`config.mk`:
```
export PLATFORM = sky130hd
export DESIGN_NAME = source_text_tokenizer
export DESIGN_NICKNAME = d
export VERILOG_FILES = /design/src/rtl/stt_pkg.sv /design/src/rtl/stt_front.sv /design/src/rtl/stt_fifo.sv /design/src/rtl/stt_back.sv /design/src/rtl/source_text_tokenizer.sv
export VERILOG_INCLUDE_DIRS = /design/src /design/src/rtl
export SDC_FILE = /design/constraint.sdc
export NUM_CORES = 1
export LEC_CHECK = 0
export ABC_CLOCK_PERIOD_IN_PS = 15200
export BUFFER_PORTS_ARGS = -buffer_cell sky130_fd_sc_hd__buf_4
export CAP_MARGIN = 20
export CORE_UTILIZATION = 23
export DETAILED_ROUTE_END_ITERATION = 16
export GPL_TIMING_DRIVEN = 1
export PLACE_DENSITY = 0.39
export SLEW_MARGIN = 20
export SYNTH_ARGS = -nofsm -noshare
export SYNTH_HDL_FRONTEND = slang
export SYNTH_SLANG_ARGS = --single-unit
```
`constraint.sdc`:
```
create_clock -name clk -period 15.2 [get_ports clk]
set_input_delay 2.28 -clock clk [delete_from_list [all_inputs] [get_ports clk]]
set_output_delay 2.28 -clock clk [all_outputs]
set_load 0.02 [all_outputs]
```
`src/rtl/source_text_tokenizer_defines.svh`:
```
// Assertion macros used by the tokenizer top level.
`ifndef SOURCE_TEXT_TOKENIZER_DEFINES_SVH
`define SOURCE_TEXT_TOKENIZER_DEFINES_SVH

// Same-cycle implication, disabled while reset is low.
`define STT_ASSERT_IMPL(label, clk, rstn, ante, cons) \
  label: assert property (@(posedge clk) disable iff (!rstn) (ante) |-> (cons)) \
    else $error("tokenizer assertion failed");

// Next-cycle implication, disabled while reset is low.
`define STT_ASSERT_NEXT(label, clk, rstn, ante, cons) \
  label: assert property (@(posedge clk) disable iff (!rstn) (ante) |=> (cons)) \
    else $error("tokenizer assertion failed");

`endif

```
`src/rtl/stt_pkg.sv`:
```
// Types, constants and decode functions for the source text tokenizer.
package stt_pkg;

  localparam int NAME_LIMIT = 31;
  localparam int TEXT_LIMIT = 100;
  localparam int WIN        = 6;
  localparam int WIN_AW     = $clog2(WIN);
  localparam int KW_NUM     = 6;
  localparam int MAX_RES    = 3;
  localparam int FIFO_DEPTH = 4;
  localparam int FIFO_AW    = $clog2(FIFO_DEPTH);

  // token kinds
  localparam logic [4:0] K_UNKNOWN = 5'd0;
  localparam logic [4:0] K_NAME    = 5'd1;
  localparam logic [4:0] K_NUMBER  = 5'd2;
  localparam logic [4:0] K_STRING  = 5'd3;
  localparam logic [4:0] K_ASSIGN  = 5'd4;
  localparam logic [4:0] K_EQUAL   = 5'd5;
  localparam logic [4:0] K_COLON   = 5'd6;
  localparam logic [4:0] K_SEMI    = 5'd7;
  localparam logic [4:0] K_COMMA   = 5'd8;
  localparam logic [4:0] K_DOT     = 5'd9;
  localparam logic [4:0] K_CLASS   = 5'd10;
  localparam logic [4:0] K_FUNC    = 5'd11;
  localparam logic [4:0] K_IF      = 5'd12;
  localparam logic [4:0] K_ELIF    = 5'd13;
  localparam logic [4:0] K_ELSE    = 5'd14;
  localparam logic [4:0] K_LPAREN  = 5'd15;
  localparam logic [4:0] K_RPAREN  = 5'd16;
  localparam logic [4:0] K_LSQUARE = 5'd17;
  localparam logic [4:0] K_RSQUARE = 5'd18;
  localparam logic [4:0] K_LBRACE  = 5'd19;
  localparam logic [4:0] K_RBRACE  = 5'd20;
  localparam logic [4:0] K_ADD     = 5'd21;
  localparam logic [4:0] K_SUB     = 5'd22;
  localparam logic [4:0] K_MULT    = 5'd23;
  localparam logic [4:0] K_DIVI    = 5'd24;
  localparam logic [4:0] K_MOD     = 5'd25;
  localparam logic [4:0] K_LESS    = 5'd26;
  localparam logic [4:0] K_GREAT   = 5'd27;
  localparam logic [4:0] K_PRINT   = 5'd28;
  localparam logic [4:0] K_EOI     = 5'd29;
  localparam logic [4:0] K_TOOLONG = 5'd30;

  localparam logic RT_TEXT = 1'b0;
  localparam logic RT_END  = 1'b1;

  typedef enum logic [2:0] {
    MODE_IDLE = 3'd0,
    MODE_NAME = 3'd1,
    MODE_NUM  = 3'd2,
    MODE_EQ   = 3'd3,
    MODE_SQ   = 3'd4,
    MODE_DQ   = 3'd5,
    MODE_HALT = 3'd6,
    MODE_END  = 3'd7
  } scan_mode_t;

  typedef logic [WIN-1:0][7:0] kw_win_t;

  typedef struct packed {
    logic [7:0] char_code;
    logic       end_of_input;
  } in_item_t;

  typedef struct packed {
    logic       result_type;
    logic [7:0] text_byte;
    logic [4:0] token_kind;
    logic [6:0] token_length;
    logic       last_of_run;
  } out_item_t;

  // all results one request causes; cnt is 1..MAX_RES
  typedef struct packed {
    logic [1:0]                  cnt;
    out_item_t [MAX_RES-1:0]     res;
  } bundle_t;

  typedef struct packed {
    logic full;
    logic empty;
  } fifo_stat_t;

  // keyword text, first character in element 0, zero padded
  localparam kw_win_t KW_TEXT [KW_NUM] = '{
    {8'h00, "s", "s", "a", "l", "c"},
    {8'h00, 8'h00, "c", "n", "u", "f"},
    {8'h00, 8'h00, 8'h00, 8'h00, "f", "i"},
    {8'h00, 8'h00, "f", "i", "l", "e"},
    {8'h00, 8'h00, "e", "s", "l", "e"},
    {8'h00, "t", "n", "i", "r", "p"}
  };
  localparam logic [6:0] KW_LEN [KW_NUM] = '{7'd5, 7'd4, 7'd2, 7'd4, 7'd4, 7'd5};
  localparam logic [4:0] KW_KIND [KW_NUM] = '{K_CLASS, K_FUNC, K_IF, K_ELIF, K_ELSE, K_PRINT};

  function automatic logic is_letter(input logic [7:0] c);
    return (c >= "a" && c <= "z") || (c >= "A" && c <= "Z");
  endfunction

  function automatic logic is_digit(input logic [7:0] c);
    return c >= "0" && c <= "9";
  endfunction

  function automatic logic is_space(input logic [7:0] c);
    return c == 8'd32 || (c >= 8'd9 && c <= 8'd13);
  endfunction

  function automatic logic [4:0] single_kind(input logic [7:0] c);
    logic [4:0] k;
    unique case (c)
      ":":     k = K_COLON;
      ";":     k = K_SEMI;
      ",":     k = K_COMMA;
      ".":     k = K_DOT;
      "(":     k = K_LPAREN;
      ")":     k = K_RPAREN;
      "[":     k = K_LSQUARE;
      "]":     k = K_RSQUARE;
      "{":     k = K_LBRACE;
      "}":     k = K_RBRACE;
      "+":     k = K_ADD;
      "-":     k = K_SUB;
      "*":     k = K_MULT;
      "/":     k = K_DIVI;
      "%":     k = K_MOD;
      "<":     k = K_LESS;
      ">":     k = K_GREAT;
      default: k = K_UNKNOWN;
    endcase
    return k;
  endfunction

  // window bytes past the count are always zero, so a whole-window
  // compare against the padded keyword plus a length check is exact
  function automatic logic [4:0] name_kind(input kw_win_t win, input logic [6:0] cnt);
    logic [4:0] k;
    k = K_NAME;
    for (int i = KW_NUM - 1; i >= 0; i--) begin
      if (cnt == KW_LEN[i] && win == KW_TEXT[i]) k = KW_KIND[i];
    end
    return k;
  endfunction

  function automatic logic [4:0] open_kind(input scan_mode_t mode, input kw_win_t win,
                                           input logic [6:0] cnt);
    logic [4:0] k;
    unique case (mode)
      MODE_NUM:  k = K_NUMBER;
      MODE_EQ:   k = (cnt == 7'd1) ? K_ASSIGN : ((cnt == 7'd2) ? K_EQUAL : K_UNKNOWN);
      MODE_NAME: k = name_kind(win, cnt);
      default:   k = K_STRING;
    endcase
    return k;
  endfunction

  function automatic out_item_t mk_text(input logic [7:0] c);
    out_item_t r;
    r = '0;
    r.result_type = RT_TEXT;
    r.text_byte   = c;
    return r;
  endfunction

  function automatic out_item_t mk_end(input logic [4:0] kind, input logic [6:0] len);
    out_item_t r;
    r = '0;
    r.result_type  = RT_END;
    r.token_kind   = kind;
    r.token_length = len;
    return r;
  endfunction

endpackage

```
`src/rtl/stt_front.sv`:
```
// Front end: accepts characters, runs the scanner state and builds result bundles.
module stt_front import stt_pkg::*; (
  input  logic       clk,
  input  logic       rst_n,
  input  logic       in_valid,
  output logic       in_stall,
  input  in_item_t   in_data,
  input  fifo_stat_t fstat,
  output logic       push,
  output bundle_t    push_data
);

  scan_mode_t mode_r, mode_nxt;
  kw_win_t    win_r, win_nxt;
  logic [6:0] cnt_r, cnt_nxt;

  logic       fire;
  logic [7:0] c;
  logic       eoi;

  out_item_t [MAX_RES-1:0] res_v;
  logic [1:0] n_v;
  logic       start_v;
  logic       keep_v;
  logic [6:0] lim_v;
  logic       more_v;

  assign in_stall = fstat.full;
  assign fire     = in_valid && !in_stall;
  assign c        = in_data.char_code;
  assign eoi      = in_data.end_of_input;

  always_comb begin
    mode_nxt = mode_r;
    win_nxt  = win_r;
    cnt_nxt  = cnt_r;
    res_v    = '0;
    n_v      = 2'd0;
    start_v  = 1'b0;
    keep_v   = 1'b0;
    lim_v    = 7'(TEXT_LIMIT);
    more_v   = 1'b0;

    unique case (mode_r) inside
      MODE_HALT: ;
      MODE_END: begin
        if (eoi) begin
          res_v[n_v] = mk_end(K_EOI, 7'd0);
          n_v = n_v + 2'd1;
        end
      end
      MODE_NAME, MODE_NUM, MODE_EQ: begin
        if (mode_r == MODE_NAME) more_v = is_letter(c) || is_digit(c);
        else if (mode_r == MODE_NUM) more_v = is_digit(c) || c == ".";
        else more_v = c == "=";
        if (eoi) begin
          res_v[n_v] = mk_end(open_kind(mode_r, win_r, cnt_r), cnt_r);
          n_v = n_v + 2'd1;
          res_v[n_v] = mk_end(K_EOI, 7'd0);
          n_v = n_v + 2'd1;
          win_nxt  = '0;
          cnt_nxt  = '0;
          mode_nxt = MODE_END;
        end else if (more_v) begin
          keep_v = 1'b1;
          lim_v  = (mode_r == MODE_NAME) ? 7'(NAME_LIMIT) : 7'(TEXT_LIMIT);
        end else begin
          res_v[n_v] = mk_end(open_kind(mode_r, win_r, cnt_r), cnt_r);
          n_v = n_v + 2'd1;
          start_v = 1'b1;
        end
      end
      MODE_SQ, MODE_DQ: begin
        if (eoi) begin
          res_v[n_v] = mk_end(K_STRING, cnt_r);
          n_v = n_v + 2'd1;
          res_v[n_v] = mk_end(K_EOI, 7'd0);
          n_v = n_v + 2'd1;
          win_nxt  = '0;
          cnt_nxt  = '0;
          mode_nxt = MODE_END;
        end else if (c == 8'h0a || c == ((mode_r == MODE_SQ) ? 8'h27 : 8'h22)) begin
          res_v[n_v] = mk_end(K_STRING, cnt_r);
          n_v = n_v + 2'd1;
          win_nxt  = '0;
          cnt_nxt  = '0;
          mode_nxt = MODE_IDLE;
        end else if (cnt_r >= 7'(TEXT_LIMIT)) begin
          res_v[n_v] = mk_end(K_TOOLONG, cnt_r);
          n_v = n_v + 2'd1;
          mode_nxt = MODE_HALT;
        end else begin
          keep_v = 1'b1;
        end
      end
      default: begin
        if (eoi) begin
          res_v[n_v] = mk_end(K_EOI, 7'd0);
          n_v = n_v + 2'd1;
          win_nxt  = '0;
          cnt_nxt  = '0;
          mode_nxt = MODE_END;
        end else begin
          start_v = 1'b1;
        end
      end
    endcase

    // first character of a new token
    if (start_v) begin
      win_nxt = '0;
      cnt_nxt = '0;
      if (is_space(c)) begin
        mode_nxt = MODE_IDLE;
      end else if (is_letter(c)) begin
        mode_nxt = MODE_NAME;
        keep_v   = 1'b1;
        lim_v    = 7'(NAME_LIMIT);
      end else if (is_digit(c)) begin
        mode_nxt = MODE_NUM;
        keep_v   = 1'b1;
      end else if (c == "=") begin
        mode_nxt = MODE_EQ;
        keep_v   = 1'b1;
      end else if (c == 8'h27) begin
        mode_nxt = MODE_SQ;
      end else if (c == 8'h22) begin
        mode_nxt = MODE_DQ;
      end else begin
        mode_nxt = MODE_IDLE;
        res_v[n_v] = mk_text(c);
        n_v = n_v + 2'd1;
        res_v[n_v] = mk_end(single_kind(c), 7'd1);
        n_v = n_v + 2'd1;
      end
    end

    // append to token text, dropped once the limit is reached
    if (keep_v && cnt_nxt < lim_v) begin
      if (cnt_nxt < 7'(WIN)) win_nxt[cnt_nxt[WIN_AW-1:0]] = c;
      cnt_nxt = cnt_nxt + 7'd1;
      res_v[n_v] = mk_text(c);
      n_v = n_v + 2'd1;
    end

    if (n_v != 2'd0) res_v[n_v - 2'd1].last_of_run = 1'b1;
  end

  assign push          = fire && (n_v != 2'd0);
  assign push_data.cnt = n_v;
  assign push_data.res = res_v;

  always_ff @(posedge clk) begin
    if (!rst_n) begin
      mode_r <= MODE_IDLE;
      win_r  <= '0;
      cnt_r  <= '0;
    end else if (fire) begin
      mode_r <= mode_nxt;
      win_r  <= win_nxt;
      cnt_r  <= cnt_nxt;
    end
  end

endmodule

```
`src/rtl/stt_fifo.sv`:
```
// Short bundle queue between the front end and the result sequencer.
module stt_fifo import stt_pkg::*; (
  input  logic       clk,
  input  logic       rst_n,
  input  logic       push,
  input  bundle_t    push_data,
  input  logic       pop,
  output bundle_t    head,
  output fifo_stat_t fstat
);

  bundle_t              mem_r [FIFO_DEPTH];
  logic [FIFO_AW-1:0]   wr_r, rd_r;
  logic [FIFO_AW:0]     fill_r;

  assign head        = mem_r[rd_r];
  assign fstat.full  = fill_r == (FIFO_AW + 1)'(FIFO_DEPTH);
  assign fstat.empty = fill_r == '0;

  always_ff @(posedge clk) begin
    if (push) mem_r[wr_r] <= push_data;
  end

  always_ff @(posedge clk) begin
    if (!rst_n) begin
      wr_r   <= '0;
      rd_r   <= '0;
      fill_r <= '0;
    end else begin
      if (push) wr_r <= wr_r + FIFO_AW'(1);
      if (pop)  rd_r <= rd_r + FIFO_AW'(1);
      if (push && !pop)      fill_r <= fill_r + (FIFO_AW + 1)'(1);
      else if (pop && !push) fill_r <= fill_r - (FIFO_AW + 1)'(1);
    end
  end

endmodule

```
`src/rtl/stt_back.sv`:
```
// Back end: holds one bundle and hands its results out one per cycle while out_stall is low.
module stt_back import stt_pkg::*; (
  input  logic       clk,
  input  logic       rst_n,
  input  bundle_t    head,
  input  fifo_stat_t fstat,
  output logic       pop,
  output logic       out_valid,
  input  logic       out_stall,
  output out_item_t  out_data
);

  bundle_t    bnd_r;
  logic [1:0] idx_r;
  logic       have_r;
  logic       out_fire;
  logic       at_last;

  assign out_valid = have_r;
  assign out_data  = bnd_r.res[idx_r];
  assign out_fire  = have_r && !out_stall;
  assign at_last   = idx_r == (bnd_r.cnt - 2'd1);
  assign pop       = (!have_r || (out_fire && at_last)) && !fstat.empty;

  always_ff @(posedge clk) begin
    if (pop) bnd_r <= head;
  end

  always_ff @(posedge clk) begin
    if (!rst_n) begin
      have_r <= 1'b0;
      idx_r  <= '0;
    end else if (pop) begin
      have_r <= 1'b1;
      idx_r  <= '0;
    end else if (out_fire) begin
      if (at_last) have_r <= 1'b0;
      else idx_r <= idx_r + 2'd1;
    end
  end

endmodule

```
`src/rtl/source_text_tokenizer.sv`:
```
// A character's first result passes the bundle queue, then the back-end bundle register.
// Throughput: one character per cycle unless the queue is full; one result leaves
//   per cycle from the single output port unless stalled, up to three per character.
// The four-deep bundle queue absorbs bursts and output stalls between the two ends.
// Reset: rst_n synchronous, active low; clears scanner mode, text count,
//   keyword window, queue pointers and the output valid.
`include "source_text_tokenizer_defines.svh"

module source_text_tokenizer import stt_pkg::*; (
  input  logic      clk,
  input  logic      rst_n,
  input  logic      in_valid,
  output logic      in_stall,
  input  in_item_t  in_data,
  output logic      out_valid,
  input  logic      out_stall,
  output out_item_t out_data
);

  // front to queue
  logic       push;
  bundle_t    push_data;
  // queue to back
  bundle_t    head;
  logic       pop;
  fifo_stat_t fstat;

  // Front end: one character per request; the full scanner step is combinational.
  // Keyword lookup is a parallel compare against the constant table.
  stt_front u_front (
    .clk       (clk),
    .rst_n     (rst_n),
    .in_valid  (in_valid),
    .in_stall  (in_stall),
    .in_data   (in_data),
    .fstat     (fstat),
    .push      (push),
    .push_data (push_data)
  );

  // Queue: only characters that produce results are written.
  stt_fifo u_fifo (
    .clk       (clk),
    .rst_n     (rst_n),
    .push      (push),
    .push_data (push_data),
    .pop       (pop),
    .head      (head),
    .fstat     (fstat)
  );

  // Back end: registered output, steps through a bundle under out_stall.
  stt_back u_back (
    .clk       (clk),
    .rst_n     (rst_n),
    .head      (head),
    .fstat     (fstat),
    .pop       (pop),
    .out_valid (out_valid),
    .out_stall (out_stall),
    .out_data  (out_data)
  );

  // checks
  `STT_ASSERT_IMPL(a_no_overflow, clk, rst_n, push, !fstat.full)
  `STT_ASSERT_IMPL(a_end_no_byte, clk, rst_n, out_valid && out_data.result_type, out_data.text_byte == 8'd0)
  `STT_ASSERT_IMPL(a_text_no_kind, clk, rst_n, out_valid && !out_data.result_type, out_data.token_kind == K_UNKNOWN && out_data.token_length == 7'd0)
  `STT_ASSERT_NEXT(a_pop_shows, clk, rst_n, pop, out_valid)

endmodule
```
==> impl_metrics.env <==
export IMPL_run_status="completed"
export IMPL_drt_first_pass_iters=5
export IMPL_via_per_inst=4.58
export IMPL_achievable_frequency_ghz=0.148
export IMPL_gpl_final_weighted_congestion=0.813
export IMPL_clock_path_buffers=3
export IMPL_post_cts_buffers=0
export IMPL_grt_setup_unrepaired="false"
export IMPL_route_detailed_drc=0
export IMPL_post_synth_num_cell_types=81
export IMPL_dieArea_um2=66500
export IMPL_cp_data_arrival_time_ns=7.22
export IMPL_final_critical_path_share_of_the_clock_period_pct=44.5
export IMPL_cap_violations=0
export IMPL_power_density_nw_per_um2=160
export IMPL_post_route_cell_area_um2=17400
export IMPL_critical_path_n_buffers_inverters=3
export IMPL_port_buffers=36
export IMPL_top_level_ports=37
export IMPL_delay_of_the_slowest_cell_on_the_worst_path_ns=0.56
export IMPL_finalWorstPathRequiredPeriod_ns=6.76
export IMPL_chipHeight_um=258
export IMPL_fp_coreArea_um2=64600
export IMPL_detail_route_wl_per_cell_um=20.2
export IMPL_netlist_instances=1056
export IMPL_grt_antenna_before_repair=1
export IMPL_dp_worst_setup_slack_ns=7.87
export IMPL_ys_async_sr_fraction_pct=0
export IMPL_critical_path_required_ns=15.66
export IMPL_timing_slew_headroom_pct=28.8
export IMPL_globalRouteOverflowTotal=0
export IMPL_cts_bufs_inserted=39
export IMPL_worstMarginPinSlew_ns=1.06
export IMPL_timing_final_hold_violations=0
export IMPL_wl_mm=39.8
export IMPL_cell_by_cell_listing_of_the_critical_path="buf_4 > nor2b_1 > a32oi_1 > o221a_2 > a2bb2oi_1 > buf_4 > and2_1 > ha_1 > a21o_1 > a21oi_1 > nor2b_1 > a311oi_4 > a211oi_1 > a211oi_4 > ha_1 > inv_1 > fa_1 > xor2_1 > or3_1 > a21boi_0"
export IMPL_syn_num_nets=1084
export IMPL_worstSkewPairLatency_ns=0.55
export IMPL_synth_edff_count=275
export IMPL_crit_family="compound AO/OA/AOI/OAI gates"
export IMPL_area_growth_pct=15.6
export IMPL_p_leak_nw=5.58
export IMPL_floorplan_initialDensity_pct=23.3
export IMPL_n_antenna_cell=0
export IMPL_final_setup_viol_count=0
export IMPL_synth_ff_type="sky130_fd_sc_hd__edfxtp_1"
export IMPL_post_route_worst_setup_slack_ns=8.44
export IMPL_worst_setup_path_type="in2reg"
export IMPL_grt_pass1_vias=9357
export IMPL_setup_worst_path_start_class="input pin"
export IMPL_slew_violations=0
export IMPL_number_of_sinks_driven_by_the_clock_tree=343
export IMPL_mappedNetlistArea_um2=15100
export IMPL_mapped_avg_cell_area_um2=14.3
export IMPL_cts_htree_levels=2
export IMPL_groute_usage_overall_pct=12.0
export IMPL_post_cts_resized_instances=0
export IMPL_path_max_fanout=24
export IMPL_synth_ff_latch_count=343
export IMPL_cts_reportedPaths_clkPinSlew_ns=0.05
export IMPL_nNetsFinal=1117
export IMPL_critical_path_slowest_cell="sky130_fd_sc_hd__a311oi_4"
export IMPL_tritoncts_clock_tree="built"
export IMPL_grt_start_max_net_pins=57
export IMPL_detail_route_iter0_violations=642
export IMPL_placedCellCount=1903
export IMPL_worst_ir_drop_vdd_mv=0.0634
export IMPL_die_width_um=258
export IMPL_detailed_place_hpwl_mm=25.7
export IMPL_detail_route_antenna_nets=0
export IMPL_hold_path_class="reg2reg"
export IMPL_clock_root_buffer="sky130_fd_sc_hd__clkbuf_16"
export IMPL_grt_first_pass_wirelength_mm=60.3
export IMPL_synth_warnings=0
export IMPL_totalNegativeSetupSlack_ns=0
export IMPL_postCtsHoldBufs=0
export IMPL_row_count=93
export IMPL_layout_cells_non_filler=1973
export IMPL_layout_drive_gt1_share_pct=16.8
export IMPL_post_dp_area_um2=16300
export IMPL_final_setup_skew_ns=0.0154
export IMPL_seq_area_frac_synth_pct=63.8
export IMPL_dr_vias=9043
export IMPL_timing_critical_path_to_type="register"
==> registers in the layout, summed over array words and instances, names as in the netlist <==
| signal | flops |
|---|---|
| u_fifo.mem_r | 220 |
| u_back.bnd_r | 55 |
| u_front.win_r | 48 |
| u_front.cnt_r | 7 |
| u_fifo.fill_r | 3 |
| u_front.mode_r | 3 |
| u_back.idx_r | 2 |
| u_fifo.rd_r | 2 |
| u_fifo.wr_r | 2 |
| u_back.out_valid | 1 |
==> cells by family (layout without fill, tap and decap cells) <==
kind of cell / count (synthesis) / after routing / share of synthesized area (%)
AO/OA/AOI/OAI: 178 / 178 / 8.69
XOR/XNOR: 11 / 11 / 0.639
adder cells (fa/ha/maj): 15 / 15 / 1.30
buffers and inverters: 83 / 145 / 2.26
flip-flops: 343 / 343 / 63.8
multiplexers: 91 / 91 / 10.6
AND/OR/NAND/NOR: 335 / 335 / 12.7
==> where the power goes <==
| group | switching [W] | internal, W | total (W) |
|---|---|---|---|
| Combinational | 0.000395 | 0.000244 | 0.000639 |
| Sequential | 0.0000612 | 0.00124 | 0.00130 |
| Clock | 0.000367 | 0.000482 | 0.000849 |
| Total | 0.000823 | 0.00197 | 0.00279 |
==> worst paths after layout <==
check,startpoint,slack (ns),to,cells past startpoint
max,in_data[3],8.44,u_fifo.fill_r[2],20
min,u_front.win_r[15],0.47,u_front.win_r[15],1
max reg2reg,u_front.mode_r[0],9.72,u_fifo.fill_r[2],19
min reg2reg,u_front.win_r[15],0.47,u_front.win_r[15],1
==> area by class of cell <==
cell class              count  area [µm²]
fillers                  6607       47200
flip-flops and latches    343        9620
multi-input cells         630        5110
well taps                 855        1070
clock buffers              56        1050
repair buffers             51         383
clock inverters            14        91.3
inverters                  24        90.1
==> through the flow <==
stage,total power [W],hold WS [ns],util (%)
finish,0.00279,0.469,27.0
detailed placement,0.00199,0.459,25.2
global placement,0.00198,0.462,25.2
floorplan,0.00172,0.435,-
global route,0.00294,0.491,27.0
CTS,0.00285,0.475,27.0
==> per-layer routing <==
metal | up-vias | global-route usage (%) | part of all wire, %
li1 | 4188 | - | -
met1 | 4580 | 15.8 | 45
met2 | 218 | 19.9 | 48
met3 | 57 | 2.33 | 4.5
met4 | 0 | 3.50 | 2.3
met5 | - | 0 | 0
==> cell usage after synthesis (23+ instances only) <==
cell type | count | area [µm²]
sky130_fd_sc_hd__dfxtp_1 | 68 | 1360
sky130_fd_sc_hd__nand3_1 | 35 | 175
sky130_fd_sc_hd__mux2i_1 | 36 | 360
sky130_fd_sc_hd__edfxtp_1 | 275 | 8260
sky130_fd_sc_hd__a21oi_1 | 23 | 115
sky130_fd_sc_hd__nand2_1 | 68 | 255
sky130_fd_sc_hd__o21ai_0 | 44 | 220
sky130_fd_sc_hd__inv_1 | 23 | 86.3
sky130_fd_sc_hd__and2_1 | 41 | 257
sky130_fd_sc_hd__clkbuf_1 | 41 | 154
sky130_fd_sc_hd__a22o_1 | 24 | 210
sky130_fd_sc_hd__nor2_1 | 54 | 203
sky130_fd_sc_hd__mux4_2 | 55 | 1240
==> cells in the final DEF, fill, tap and decap left out, types with 10 or more instances in the layout <==
cell type and n:
sky130_fd_sc_hd__a21oi_1 23, sky130_fd_sc_hd__a22o_1 24, sky130_fd_sc_hd__and2_1 37, sky130_fd_sc_hd__and3_1 18, sky130_fd_sc_hd__buf_4 51, sky130_fd_sc_hd__clkbuf_1 16, sky130_fd_sc_hd__clkbuf_16 39, sky130_fd_sc_hd__dfxtp_1 66
sky130_fd_sc_hd__edfxtp_1 275, sky130_fd_sc_hd__ha_1 14, sky130_fd_sc_hd__inv_1 22, sky130_fd_sc_hd__mux2i_1 36, sky130_fd_sc_hd__mux4_2 55, sky130_fd_sc_hd__nand2_1 68, sky130_fd_sc_hd__nand2b_1 15, sky130_fd_sc_hd__nand3_1 35
sky130_fd_sc_hd__nand4_1 15, sky130_fd_sc_hd__nor2_1 54, sky130_fd_sc_hd__nor2b_1 10, sky130_fd_sc_hd__nor3_1 13, sky130_fd_sc_hd__nor4_1 17, sky130_fd_sc_hd__o21a_1 12, sky130_fd_sc_hd__o21ai_0 44
No activity file was read; power rests on OpenSTA's default activity.
